**src/rtl/cursor_linked_list_free_pool_top_assert.svh**
```systemverilog
// Assertion macros shared by the free pool RTL modules.
`ifndef CURSOR_LINKED_LIST_FREE_POOL_TOP_ASSERT_SVH
`define CURSOR_LINKED_LIST_FREE_POOL_TOP_ASSERT_SVH

// Same-cycle implication, sampled on clk, quiet while in reset.
`define CLLFP_CHK_IMP(lbl, ante, cons, msg) \
  lbl: assert property (@(posedge clk) disable iff (!rst_n) (ante) |-> (cons)) else $error(msg);

// Next-cycle implication.
`define CLLFP_CHK_NXT(lbl, ante, cons, msg) \
  lbl: assert property (@(posedge clk) disable iff (!rst_n) (ante) |=> (cons)) else $error(msg);

// Plain invariant.
`define CLLFP_CHK_ALW(lbl, cons, msg) \
  lbl: assert property (@(posedge clk) disable iff (!rst_n) (cons)) else $error(msg);

`endif

```
**src/rtl/cllfp_pkg.sv**
```systemverilog
// Types and codes for the cursor linked list free pool.
package cllfp_pkg;

  localparam logic OP_INSERT = 1'b0;
  localparam logic OP_DELETE = 1'b1;

  localparam logic [1:0] ST_INSERTED  = 2'd0;
  localparam logic [1:0] ST_FULL      = 2'd1;
  localparam logic [1:0] ST_DELETED   = 2'd2;
  localparam logic [1:0] ST_NOT_FOUND = 2'd3;

  typedef struct packed {
    logic               opcode;
    logic signed [31:0] value;
  } in_t;

  typedef struct packed {
    logic [1:0] status;
    logic [2:0] slot;
  } out_t;

  typedef struct packed {
    logic load;
    logic ins_read;
    logic ins_commit;
    logic walk_read;
    logic walk_step;
    logic unlink;
    logic free_push;
    logic res_full;
    logic res_nf;
    logic out_load;
  } cmd_t;

  typedef struct packed {
    logic free_null;
    logic cur_null;
    logic match;
    logic nxt_null;
    logic steps_last;
  } sts_t;

endpackage

```
**src/rtl/cllfp_dp.sv**
```systemverilog
// Datapath: element and link stores, list heads, walk registers, result.
`include "cursor_linked_list_free_pool_top_assert.svh"
module cllfp_dp #(
  parameter int DEPTH = 8
) (
  input  logic            clk,
  input  logic            rst_n,
  input  cllfp_pkg::in_t  in_data,
  input  cllfp_pkg::cmd_t cmd,
  output cllfp_pkg::sts_t sts,
  output cllfp_pkg::out_t out_data
);
  import cllfp_pkg::*;

  localparam int AW = $clog2(DEPTH);
  localparam int LW = $clog2(DEPTH + 1);
  localparam logic [LW-1:0] NIL = LW'(DEPTH);

  logic [31:0]   elem_mem [DEPTH];
  logic [LW-1:0] link_mem [DEPTH];

  logic [31:0]   val_r;
  logic [LW-1:0] list_head_r, list_head_nxt;
  logic [LW-1:0] free_head_r, free_head_nxt;
  logic [LW-1:0] fresh_r, fresh_nxt;
  logic [LW-1:0] cur_r, prev_r;
  logic [AW-1:0] steps_r;
  logic [31:0]   elem_q_r;
  logic [LW-1:0] link_q_r;
  logic [AW-1:0] lrd_addr_r;
  out_t          res_r;
  out_t          out_r;

  logic          rd_en;
  logic [AW-1:0] rd_addr;
  logic          lw_en;
  logic [AW-1:0] lw_addr;
  logic [LW-1:0] lw_data;
  logic [LW-1:0] link_rd;

  // slots below the fill mark still hold their reset link
  always_comb begin
    if (LW'(lrd_addr_r) < fresh_r) begin
      link_rd = (lrd_addr_r == '0) ? NIL : LW'(lrd_addr_r) - LW'(1);
    end else begin
      link_rd = link_q_r;
    end
  end

  always_comb begin
    rd_en   = cmd.ins_read | cmd.walk_read | cmd.walk_step;
    rd_addr = '0;
    if (cmd.ins_read) begin
      rd_addr = free_head_r[AW-1:0];
    end else if (cmd.walk_read) begin
      rd_addr = cur_r[AW-1:0];
    end else if (cmd.walk_step) begin
      rd_addr = link_rd[AW-1:0];
    end
  end

  always_comb begin
    lw_en   = 1'b0;
    lw_addr = '0;
    lw_data = '0;
    list_head_nxt = list_head_r;
    free_head_nxt = free_head_r;
    if (cmd.ins_commit) begin
      lw_en   = 1'b1;
      lw_addr = free_head_r[AW-1:0];
      lw_data = list_head_r;
      list_head_nxt = free_head_r;
      free_head_nxt = link_rd;
    end else if (cmd.unlink) begin
      if (prev_r < NIL) begin
        lw_en   = 1'b1;
        lw_addr = prev_r[AW-1:0];
        lw_data = link_rd;
      end else begin
        list_head_nxt = link_rd;
      end
    end else if (cmd.free_push) begin
      lw_en   = 1'b1;
      lw_addr = cur_r[AW-1:0];
      lw_data = free_head_r;
      free_head_nxt = cur_r;
    end
  end

  always_comb begin
    fresh_nxt = fresh_r;
    if (lw_en && fresh_r != '0 && LW'(lw_addr) == fresh_r - LW'(1)) begin
      fresh_nxt = fresh_r - LW'(1);
    end
  end

  always_ff @(posedge clk) begin
    if (!rst_n) begin
      list_head_r <= NIL;
      free_head_r <= LW'(DEPTH - 1);
      fresh_r     <= LW'(DEPTH);
    end else begin
      list_head_r <= list_head_nxt;
      free_head_r <= free_head_nxt;
      fresh_r     <= fresh_nxt;
    end
  end

  always_ff @(posedge clk) begin
    if (cmd.ins_commit) begin
      elem_mem[free_head_r[AW-1:0]] <= val_r;
    end
    if (rd_en) begin
      elem_q_r <= elem_mem[rd_addr];
    end
  end

  always_ff @(posedge clk) begin
    if (lw_en) begin
      link_mem[lw_addr] <= lw_data;
    end
    if (rd_en) begin
      link_q_r   <= link_mem[rd_addr];
      lrd_addr_r <= rd_addr;
    end
  end

  always_ff @(posedge clk) begin
    if (cmd.load) begin
      val_r   <= in_data.value;
      cur_r   <= list_head_r;
      prev_r  <= NIL;
      steps_r <= '0;
    end else if (cmd.walk_step) begin
      prev_r  <= cur_r;
      cur_r   <= link_rd;
      steps_r <= steps_r + AW'(1);
    end
    if (cmd.ins_commit) begin
      res_r <= '{status: ST_INSERTED, slot: 3'(free_head_r)};
    end else if (cmd.free_push) begin
      res_r <= '{status: ST_DELETED, slot: 3'(cur_r)};
    end else if (cmd.res_full) begin
      res_r <= '{status: ST_FULL, slot: 3'd0};
    end else if (cmd.res_nf) begin
      res_r <= '{status: ST_NOT_FOUND, slot: 3'd0};
    end
    if (cmd.out_load) begin
      out_r <= res_r;
    end
  end

  assign sts.free_null  = (free_head_r >= NIL);
  assign sts.cur_null   = (cur_r >= NIL);
  assign sts.match      = (elem_q_r == val_r);
  assign sts.nxt_null   = (link_rd >= NIL);
  assign sts.steps_last = (steps_r == AW'(DEPTH - 1));
  assign out_data       = out_r;

  `CLLFP_CHK_ALW(a_heads_differ, !(free_head_r < NIL && list_head_r < NIL) || (free_head_r != list_head_r), "free and list heads share a slot")
  `CLLFP_CHK_NXT(a_fill_mark_falls, 1'b1, fresh_r <= $past(fresh_r), "fill mark rose")
  `CLLFP_CHK_NXT(a_insert_at_front, cmd.ins_commit, list_head_r == $past(free_head_r), "inserted slot not at list front")

endmodule

```
**src/rtl/cllfp_ctrl.sv**
```systemverilog
// Controller: sequences insert, delete walk and result handoff.
`include "cursor_linked_list_free_pool_top_assert.svh"
module cllfp_ctrl (
  input  logic            clk,
  input  logic            rst_n,
  input  logic            in_valid,
  output logic            in_stall,
  input  cllfp_pkg::in_t  in_data,
  output logic            out_valid,
  input  logic            out_stall,
  input  cllfp_pkg::sts_t sts,
  output cllfp_pkg::cmd_t cmd
);
  import cllfp_pkg::*;

  localparam logic [2:0] S_IDLE   = 3'd0;
  localparam logic [2:0] S_INS    = 3'd1;
  localparam logic [2:0] S_DSTART = 3'd2;
  localparam logic [2:0] S_WALK   = 3'd3;
  localparam logic [2:0] S_FREE   = 3'd4;
  localparam logic [2:0] S_DONE   = 3'd5;

  logic [2:0] state_r, state_nxt;
  logic       out_valid_r, out_valid_nxt;
  logic       accept;

  assign in_stall = (state_r != S_IDLE);
  assign accept   = in_valid & ~in_stall;

  always_comb begin
    cmd       = '0;
    state_nxt = state_r;
    unique case (state_r)
      S_IDLE: begin
        if (accept) begin
          cmd.load = 1'b1;
          if (in_data.opcode == OP_INSERT) begin
            if (sts.free_null) begin
              cmd.res_full = 1'b1;
              state_nxt    = S_DONE;
            end else begin
              cmd.ins_read = 1'b1;
              state_nxt    = S_INS;
            end
          end else begin
            state_nxt = S_DSTART;
          end
        end
      end
      S_INS: begin
        cmd.ins_commit = 1'b1;
        state_nxt      = S_DONE;
      end
      S_DSTART: begin
        if (sts.cur_null) begin
          cmd.res_nf = 1'b1;
          state_nxt  = S_DONE;
        end else begin
          cmd.walk_read = 1'b1;
          state_nxt     = S_WALK;
        end
      end
      S_WALK: begin
        if (sts.match) begin
          cmd.unlink = 1'b1;
          state_nxt  = S_FREE;
        end else if (sts.nxt_null || sts.steps_last) begin
          cmd.res_nf = 1'b1;
          state_nxt  = S_DONE;
        end else begin
          cmd.walk_step = 1'b1;
        end
      end
      S_FREE: begin
        cmd.free_push = 1'b1;
        state_nxt     = S_DONE;
      end
      S_DONE: begin
        if (!out_valid_r || !out_stall) begin
          cmd.out_load = 1'b1;
          state_nxt    = S_IDLE;
        end
      end
      default: state_nxt = S_IDLE;
    endcase
  end

  always_comb begin
    out_valid_nxt = out_valid_r;
    if (cmd.out_load) begin
      out_valid_nxt = 1'b1;
    end else if (out_valid_r && !out_stall) begin
      out_valid_nxt = 1'b0;
    end
  end

  always_ff @(posedge clk) begin
    if (!rst_n) begin
      state_r     <= S_IDLE;
      out_valid_r <= 1'b0;
    end else begin
      state_r     <= state_nxt;
      out_valid_r <= out_valid_nxt;
    end
  end

  assign out_valid = out_valid_r;

  `CLLFP_CHK_ALW(a_one_result, $onehot0({cmd.res_full, cmd.res_nf, cmd.ins_commit, cmd.free_push}), "two results in one cycle")
  `CLLFP_CHK_NXT(a_accept_busy, accept, state_r != S_IDLE, "accepted beat left controller idle")
  `CLLFP_CHK_NXT(a_done_holds, state_r == S_DONE && out_valid_r && out_stall, state_r == S_DONE, "result dropped while output full")

endmodule

```
**src/rtl/cursor_linked_list_free_pool_top.sv**
```systemverilog
// Top level of the cursor linked list free pool.
// A pool of DEPTH slots holds one singly linked list and a free list that
// share one link store. Input beats (in_valid/in_stall/in_data) carry an
// opcode and a 32-bit value: insert puts the value in the free-list head
// slot at the list front, delete removes the first slot holding the value.
// Each input beat gives one output beat (out_valid/out_stall/out_data)
// with a status and the slot used.
// One item at a time. A delete visits at most DEPTH slots, with one
// link-store read each. The next beat is taken the cycle after the
// result moves into the output register.
// Reset (rst_n low, synchronous) empties the list and puts every slot on
// the free list, top slot first; reset links are served by a fill mark,
// so no clearing pass is needed. While out_stall holds a result, the
// output beat stays put; the block still takes and works one more beat,
// then holds that result and stalls its input until the output frees.
module cursor_linked_list_free_pool_top #(
  parameter int DEPTH = 8
) (
  input  logic            clk,
  input  logic            rst_n,
  input  logic            in_valid,
  output logic            in_stall,
  input  cllfp_pkg::in_t  in_data,
  output logic            out_valid,
  input  logic            out_stall,
  output cllfp_pkg::out_t out_data
);
  import cllfp_pkg::*;

  cmd_t cmd;
  sts_t sts;

  cllfp_ctrl u_ctrl (
    .clk       (clk),
    .rst_n     (rst_n),
    .in_valid  (in_valid),
    .in_stall  (in_stall),
    .in_data   (in_data),
    .out_valid (out_valid),
    .out_stall (out_stall),
    .sts       (sts),
    .cmd       (cmd)
  );

  cllfp_dp #(
    .DEPTH (DEPTH)
  ) u_dp (
    .clk      (clk),
    .rst_n    (rst_n),
    .in_data  (in_data),
    .cmd      (cmd),
    .sts      (sts),
    .out_data (out_data)
  );

endmodule

```
**config.mk**
```make
export PLATFORM = sky130hd
export DESIGN_NAME = cursor_linked_list_free_pool_top
export DESIGN_NICKNAME = d
export VERILOG_FILES = /design/src/rtl/cllfp_pkg.sv /design/src/rtl/cllfp_dp.sv /design/src/rtl/cllfp_ctrl.sv /design/src/rtl/cursor_linked_list_free_pool_top.sv
export VERILOG_INCLUDE_DIRS = /design/src /design/src/rtl
export SDC_FILE = /design/constraint.sdc
export NUM_CORES = 1
export LEC_CHECK = 0
export BUFFER_PORTS_ARGS = -buffer_cell sky130_fd_sc_hd__clkbuf_2
export CELL_PAD_IN_SITES_DETAIL_PLACEMENT = 0
export CELL_PAD_IN_SITES_GLOBAL_PLACEMENT = 1
export CORE_MARGIN = 10
export CORE_UTILIZATION = 50
export CTS_BUF_LIST = sky130_fd_sc_hd__clkbuf_4 sky130_fd_sc_hd__clkbuf_8
export DETAILED_ROUTE_END_ITERATION = 8
export GPL_ROUTABILITY_DRIVEN = 1
export GPL_TIMING_DRIVEN = 0
export PLACE_DENSITY = 0.86
export SYNTH_ARGS = -nofsm -noshare
export SYNTH_HDL_FRONTEND = slang
export SYNTH_SLANG_ARGS = --single-unit
export TNS_END_PERCENT = 5
```
**constraint.sdc**
```tcl
create_clock -name clk -period 8.4 [get_ports clk]
set_input_delay 0.42 -clock clk [delete_from_list [all_inputs] [get_ports clk]]
set_output_delay 0.42 -clock clk [all_outputs]
set_load 0.01 [all_outputs]
```
==> impl_metrics.yaml, run 1 <==
run_status:
  status: "completed"
critical_path:
  cp_slowest_cell: "nor4_2"
  crit_fanout: 10
  cp_slowest_stage_delay_ns: 0.97
  critical_path_class: "reg -> reg"
  path_delay_family: "simple AND/OR/NAND/NOR gates"
  worst_setup_path_end_kind: "flip-flop"
  crit_buf_inv: 2
  arrival_ns: 4.96
  path_cells: "xnor2_1 -> nand4_1 -> nor4_2 -> a211oi_4 -> a31oi_4 -> buf_4 -> clkbuf_1 -> o21ai_0 -> o2111ai_1 -> and4_1"
  critPathRequiredTime_ns: 8.83
  startpoint_type: "flip-flop"
finish:
  drive_above_1_share_pct: 16.35
  nets: 1454
  fillers: 2656
  finalNonFillerCells: 1910
  antennaDiodeCount: 0
  area_delta_synth_final_pct: 15.75
clock_network:
  cts_resized: 0
  cts.clk_slew.worst_paths_ns: 0.06
  cts_buffer_depth: 3
  clk_latency_ns: 0.60
  post_cts_buffers: 0
  cts-root-buf: "clkbuf_8"
  ctsHtreeMaxLevel: 3
  cts_buffers: 67
  cts_sinks: 396
  cts_tree: "done"
placement:
  portBuffers: 42
  placedCellCount: 1763
  dp_slack_ns: 3.944
  place_congestion: 0.8597
  dpl.hpwl_um: 29090
pwr:
  p_per_area_nw_per_um2: 320.0
  p_leak_nw: 6.801
  power.total_mw: 6.235
  max-vdd-ir-drop_uv: 166.4
synth:
  avgSynthCellArea_um2: 13.37
  yosysUniqueCellTypes: 60
  synth_fp_nets: 1303
  synthArstFlopShare_pct: 0
  synth_ff_type: "edfxtp_1"
  ys_seq_elements: 396
  netlist_area_um2: 16830
  synth_warnings: 0
  synth_cells: 1259
  yosysSeqAreaShare_pct: 69.17
  synth_edf_count: 371
detailed_routing:
  wl_per_cell_um: 22.83
  first_iter_violations: 1087
  viasPerCell: 5.976
  vias: 11410
  drt-total-wl_um: 43600
  drt_pass1_iterations: 5
  drtAntennaViolNets: 0
  drc_errors: 0
timing:
  max_slew.worst_pin.slew_ns: 1.083
  setup_viol: 0
  finalWorstSetupSlack_ns: 3.872
  fin_crit_sh_pct: 53.91
  rsz0062_at_grt: "no"
  slew_viol_final: 0
  slew_headroom_pct: 27.01
  skew_ns: 0.02866
  fmax_mhz: 220.8
  finalHoldViolations: 0
  tns_ns: 0
  fin_crit_ns: 4.528
global_route:
  grt_pass1_wl_um: 66900
  first_global_vias: 11520
  grt_usage_pct: 20.86
  grt_start_max_net_pins: 23
  grt_antenna_before_repair: 0
  grt_overflow_total: 0
worst_hold_path:
  hold_path.class: "in -> reg"
floorplanning:
  core_area_um2: 33360
  start_util_pct: 50.44
  die_area_um2: 41400
  num_rows: 67
  die_h_um: 203.5
  die_x_um: 203.5
  io_pins: 44
job:
  max-cap-violations: 0
## cells by family after synthesis
group / Yosys count / share of synthesized area [%]
flops: 396 / 69.17
compound gates: 367 / 15.11
buf+inv: 247 / 6.208
simple gates: 196 / 6.431
xor+xnor: 35 / 1.821
mux: 11 / 0.7434
fa+ha+maj: 7 / 0.5204
## worst register-to-register path, delay by kind of cell (launching register included)
| kind | cells | cell delay (ns) |
|---|---|---|
| buffers and inverters | 2 | 0.75 |
| flip-flops | 1 | 0.52 |
| AO/OA/AOI/OAI | 4 | 1.07 |
| XOR/XNOR | 1 | 0.54 |
| AND/OR/NAND/NOR | 3 | 1.49 |
## synth_stat cells (all sizes together), types with 2 or more instances
cell,n,area [um2]
edfxtp,371,11140
o21ai,154,770.7
inv,153,574.3
o2111ai,140,1226
nand2,61,234.0
clkbuf,50,187.7
buf,43,277.8
nor2,38,142.6
and4,36,315.3
xnor2,35,306.5
dfxtp,25,500.5
a21oi,24,131.4
nand3,11,55.05
nor3,11,60.06
a31oi,9,71.32
o211ai,9,72.57
nand4,8,50.05
ha,7,87.58
mux2,6,71.31
a22oi,5,37.54
mux2i,5,53.80
nand2b,5,31.28
nor3b,5,42.54
a31o,4,35.03
a32o,4,40.04
nor2b,4,25.02
or2,4,25.02
a211oi,3,35.03
a21o,3,22.52
and3,3,18.77
nor4,3,31.28
or3,3,23.77
a22o,2,17.52
and2,2,12.51
nand3b,2,15.01
o21a,2,15.01
o31ai,2,15.01
## path summary, 6_finish.rpt
kind              slack [ns]                 to  cells past startpoint          start
hold / removal         0.008      u_dp.val_r[1]                      1     in_data[1]
setup / recovery        3.87  u_dp.elem_q_r[30]                     10  u_dp.val_r[4]
hold reg to reg         0.42   u_dp.out_data[1]                      0  u_dp.res_r[1]
setup reg to reg        3.87  u_dp.elem_q_r[30]                     10  u_dp.val_r[4]
## repair_timing
action,4_1_cts,5_1_grt
hold buffers,25,1
endpoints found under the setup margin,0,0
hold endpoints to repair,25,1
## per-layer routing
layer | wire (um) | vias up | track usage [%]
met1 | 17910 | 5645 | 27.24
met4 | 988 | 0 | 6.928
met5 | 0 | - | 0
li1 | - | 5133 | -
met2 | 21110 | 555 | 34.31
met3 | 3589 | 81 | 4.188
## final cells by class
type	instances	area, um2	area share, %
buffer	93	466.7	2.396
clock buffer	96	1159	5.947
clock inverter	25	146.4	0.7514
inverter	154	579.3	2.974
multi-input combinational	616	4200	21.56
sequential	396	11640	59.76
tap	448	560.5	2.877
timing repair buffer	82	728.2	3.738
## registers in the layout, indices dropped and copies added (netlist names)
register and flops:
u_dp.res_r 5, u_dp.out_data 5, u_dp.lrd_addr_r 3, u_dp.cur_r 4, u_dp.link_mem 32, u_ctrl.out_valid 1, u_dp.fresh_r 4, u_dp.prev_r 4
u_dp.elem_q_r 32, u_dp.val_r 32, u_dp.free_head_r 4, u_dp.list_head_r 4, u_dp.elem_mem 256, u_dp.steps_r 3, u_ctrl.state_r 3, u_dp.link_q_r 4
## cells in the final DEF, fill, tap and decap left out, drive strengths merged, types with 6 or more instances in the layout
| master | netlist | routed |
|---|---|---|
| o2111ai | 140 | 140 |
| o211ai | 9 | 9 |
| nand2 | 61 | 61 |
| a21oi | 24 | 24 |
| clkbuf | 50 | 188 |
| nor2 | 38 | 38 |
| edfxtp | 371 | 371 |
| a31oi | 9 | 9 |
| and4 | 36 | 36 |
| dlygate4sd3 | 0 | 26 |
| nor3 | 11 | 11 |
| nand4 | 8 | 8 |
| inv | 153 | 156 |
| ha | 7 | 7 |
| xnor2 | 35 | 35 |
| dfxtp | 25 | 25 |
| o21ai | 154 | 154 |
| buf | 43 | 57 |
| clkinv | 1 | 21 |
| nand3 | 11 | 11 |
| mux2 | 6 | 6 |
## power breakdown
| group | internal, mW | switching, mW | leakage (nW) |
|---|---|---|---|
| clock network | 0.923 | 0.773 | 0.693 |
| logic | 0.532 | 1.15 | 2.52 |
| registers | 2.65 | 0.201 | 3.58 |
| total | 4.11 | 2.13 | 6.80 |
## per-stage QoR
stage | hold slack [ns] | cell area, um2 | utilization (%)
global route | 0.002579 | 19480 | 58.39
detailed placement | 0.4070 | 17920 | 53.70
finish | 0.007955 | 19480 | 58.39
floorplan | 0.4003 | 16830 | -
global placement | 0.4021 | 17600 | 52.75
CTS | 0.0009426 | 19470 | 58.36
Note: power is estimated with default switching activity, not from simulation.
==> inputs of run 2 (changes only) <==
- ABC_AREA: unset -> 1
- PLACE_DENSITY: 0.86 -> 0.88
- clock period: 8.4 -> 4.45 ns (I/O delays scaled with it)
==> impl_metrics.yaml, run 2 <==
floorplanning:
  die_x_um: 206.9
  start_util_pct: 50.58
  io_pins: 44
  die_h_um: 206.9
  die_area_um2: 42820
  num_rows: 68
  core_area_um2: 34540
finish:
  area_delta_synth_final_pct: 14.92
  antennaDiodeCount: 0
  mostFrequentLayoutCell: "nand2_1"
  regArea_um2: 11640
  drive_above_1_share_pct: 12.49
  mostFrequentLayoutCells: "nand2_1 (453), edfxtp_1 (371), inv_1 (219)"
  largest_reg_flops: 256
  multi_input_area_um2: 4692
  finalNonFillerCells: 2272
  fin_util_pct: 58.13
  nets: 1822
  fillers: 2882
synth:
  synth_fp_nets: 1668
  synth_ff_type: "edfxtp_1"
  synthArstFlopShare_pct: 0
  synthMostInstantiatedCell: "nand2_1"
  netlist_area_um2: 17470
  yosysUniqueCellTypes: 40
  synthMuxAreaShare_pct: 0
  yosysTopAreaCell: "edfxtp_1"
  synth_top_family_by_area: "simple AND/OR/NAND/NOR gates"
  synth_top_cell_area_share_pct: 63.76
  synth_cells: 1624
  synth_compound_area_share_pct: 1.654
  synth_xor_area_share_pct: 0.9023
  avgSynthCellArea_um2: 10.76
  ys_seq_elements: 396
  yosys.area_share.simple_pct: 23.44
  synth_edf_count: 371
  synth_warnings: 0
  synth_common_cells: "nand2_1 (454), edfxtp_1 (371), inv_1 (219)"
  synth_adder_area_share_pct: 0.5013
  yosysSeqAreaShare_pct: 66.62
  synth_area_leaders: "edfxtp_1 (64%), nand2_1 (9.8%), nand3b_1 (6.3%)"
detailed_routing:
  viasPerCell: 5.234
  vias: 11890
  drtAntennaViolNets: 0
  drt-total-wl_um: 42240
  first_iter_violations: 1126
  drt_pass1_iterations: 6
  drc_errors: 0
  wl_per_cell_um: 18.59
placement:
  dpl.hpwl_um: 26820
  portBuffers: 42
  place_congestion: 0.8537
  placedCellCount: 2130
timing:
  setup_viol: 0
  fmax_mhz: 282.3
  slew_viol_final: 0
  rsz0062_at_grt: "no"
  finalHoldViolations: 0
  max_slew.worst_pin.slew_ns: 1.017
  fin_crit_ns: 3.543
  fin_crit_sh_pct: 79.61
  skew_ns: 0.02346
  slew_headroom_pct: 32.13
critical_path:
  critPathRequiredTime_ns: 4.91
  startpoint_type: "flip-flop"
  crit_fanout: 10
  cp_slowest_cell: "clkbuf_1"
  path_cells: "xnor2_1 -> nand2_1 -> nor2_1 -> nand2_1 -> nor2_2 -> nand2_1 -> nand2_1 -> nor2_4 -> inv_2 -> or2_1 -> nand3_2 -> inv_2 -> clkbuf_1 -> nand2_1 -> nand2_1"
  arrival_ns: 4.00
  worst_setup_path_end_kind: "flip-flop"
  cp_slowest_stage_delay_ns: 0.57
  critical_path_class: "reg -> reg"
  cp_common_cell: "nand2_1"
  path_delay_family: "simple AND/OR/NAND/NOR gates"
  crit_buf_inv: 3
clock_network:
  clk_latency_ns: 0.60
  cts_buffers: 67
  cts_buffer_depth: 3
  cts_sinks: 396
  cts-root-buf: "clkbuf_8"
  cts.clk_slew.worst_paths_ns: 0.06
  cts_resized: 0
  cts_tree: "done"
  ctsHtreeMaxLevel: 3
pwr:
  max-vdd-ir-drop_uv: 305.5
  p_per_area_nw_per_um2: 635.5
  p_leak_nw: 8.268
global_route:
  grt_antenna_before_repair: 0
  first_global_vias: 11580
  grt_overflow_total: 0
  grt_busiest_layer: "met2"
  grt_usage_pct: 20.15
  use_met1_pct: 26.45
  grt_start_max_net_pins: 40
  grt_util_met3_pct: 3.901
  grt_pass1_wl_um: 65320
  grt_use_met2_pct: 32.58
run_status:
  status: "completed"
job:
  max-cap-violations: 0
worst_hold_path:
  hold_path.class: "in -> reg"
==> run 2: cell types whose count changed after synthesis, moves of 68 or more <==
cell	previous run	this run
nand3b_1	2	146
o2111ai_1	140	0
o21ai_0	154	18
nand2_1	59	454
inv_1	151	219
nand3_1	11	158
==> run 2: kinds of logic (layout without fill, tap and decap cells) <==
group | after synthesis | count (layout)
simple gates | 855 | 855
flops | 396 | 396
compound gates | 51 | 51
buf+inv | 297 | 490
fa+ha+maj | 7 | 7
xor+xnor | 18 | 18
==> run 2: area by class of cell <==
| type | count | share of cell area [%] |
|---|---|---|
| Inverter | 226 | 4.225 |
| Multi-Input combinational cell | 931 | 23.37 |
| Buffer | 71 | 1.763 |
| Clock buffer | 87 | 5.465 |
| Sequential cell | 396 | 57.97 |
| Tap cell | 455 | 2.835 |
| Timing Repair Buffer | 85 | 3.751 |
| Clock inverter | 21 | 0.6231 |
==> run 2: path summary, 6_finish.rpt <==
check	start	endpoint	slack (ns)	cells after the start
worst max register to register	u_dp.val_r[3]	u_dp.elem_q_r[4]	0.91	15
worst max-delay path	u_dp.val_r[3]	u_dp.elem_q_r[4]	0.91	15
worst min register to register	u_dp.res_r[2]	u_dp.out_data[2]	0.44	0
worst min-delay path	rst_n	u_dp.fresh_r[3]	0.07	2
==> run 2: metal layers <==
metal	share of wire [%]	wire, um
met1	42	17870
met2	48	20090
met3	7.4	3116
met4	2.8	1163
met5	0	0
==> run 2: metrics by stage <==
step | setup slack, ns | hold WS [ns] | power (mW) | setup TNS, ns | instance area, um2
after floorplan | 1.577 | 0.3214 | 8.227 | 0 | 17470
after CTS | 0.8976 | 0.01755 | 12.82 | 0 | 20080
after global placement | -0.2134 | 0.4017 | 9.538 | -17.23 | 18250
after global routing | 0.5729 | 0.04977 | 13.54 | 0 | 20080
after detailed placement | 0.9342 | 0.4012 | 9.713 | 0 | 18520
final | 0.9074 | 0.06667 | 12.76 | 0 | 20080
==> run 2: what timing repair did <==
action	4_1_cts	5_1_grt
hold endpoints to repair	34	0
hold buffers	34	0
buffers inserted	0	0
setup endpoints to repair	0	0
==> run 2: where the power goes <==
part	leakage (nW)	internal (mW)	switching, mW	total [mW]
Combinational	4.03	1.24	2.91	4.15
Clock	0.650	1.65	1.41	3.06
Sequential	3.59	5.16	0.388	5.55
Total	8.27	8.05	4.71	12.8
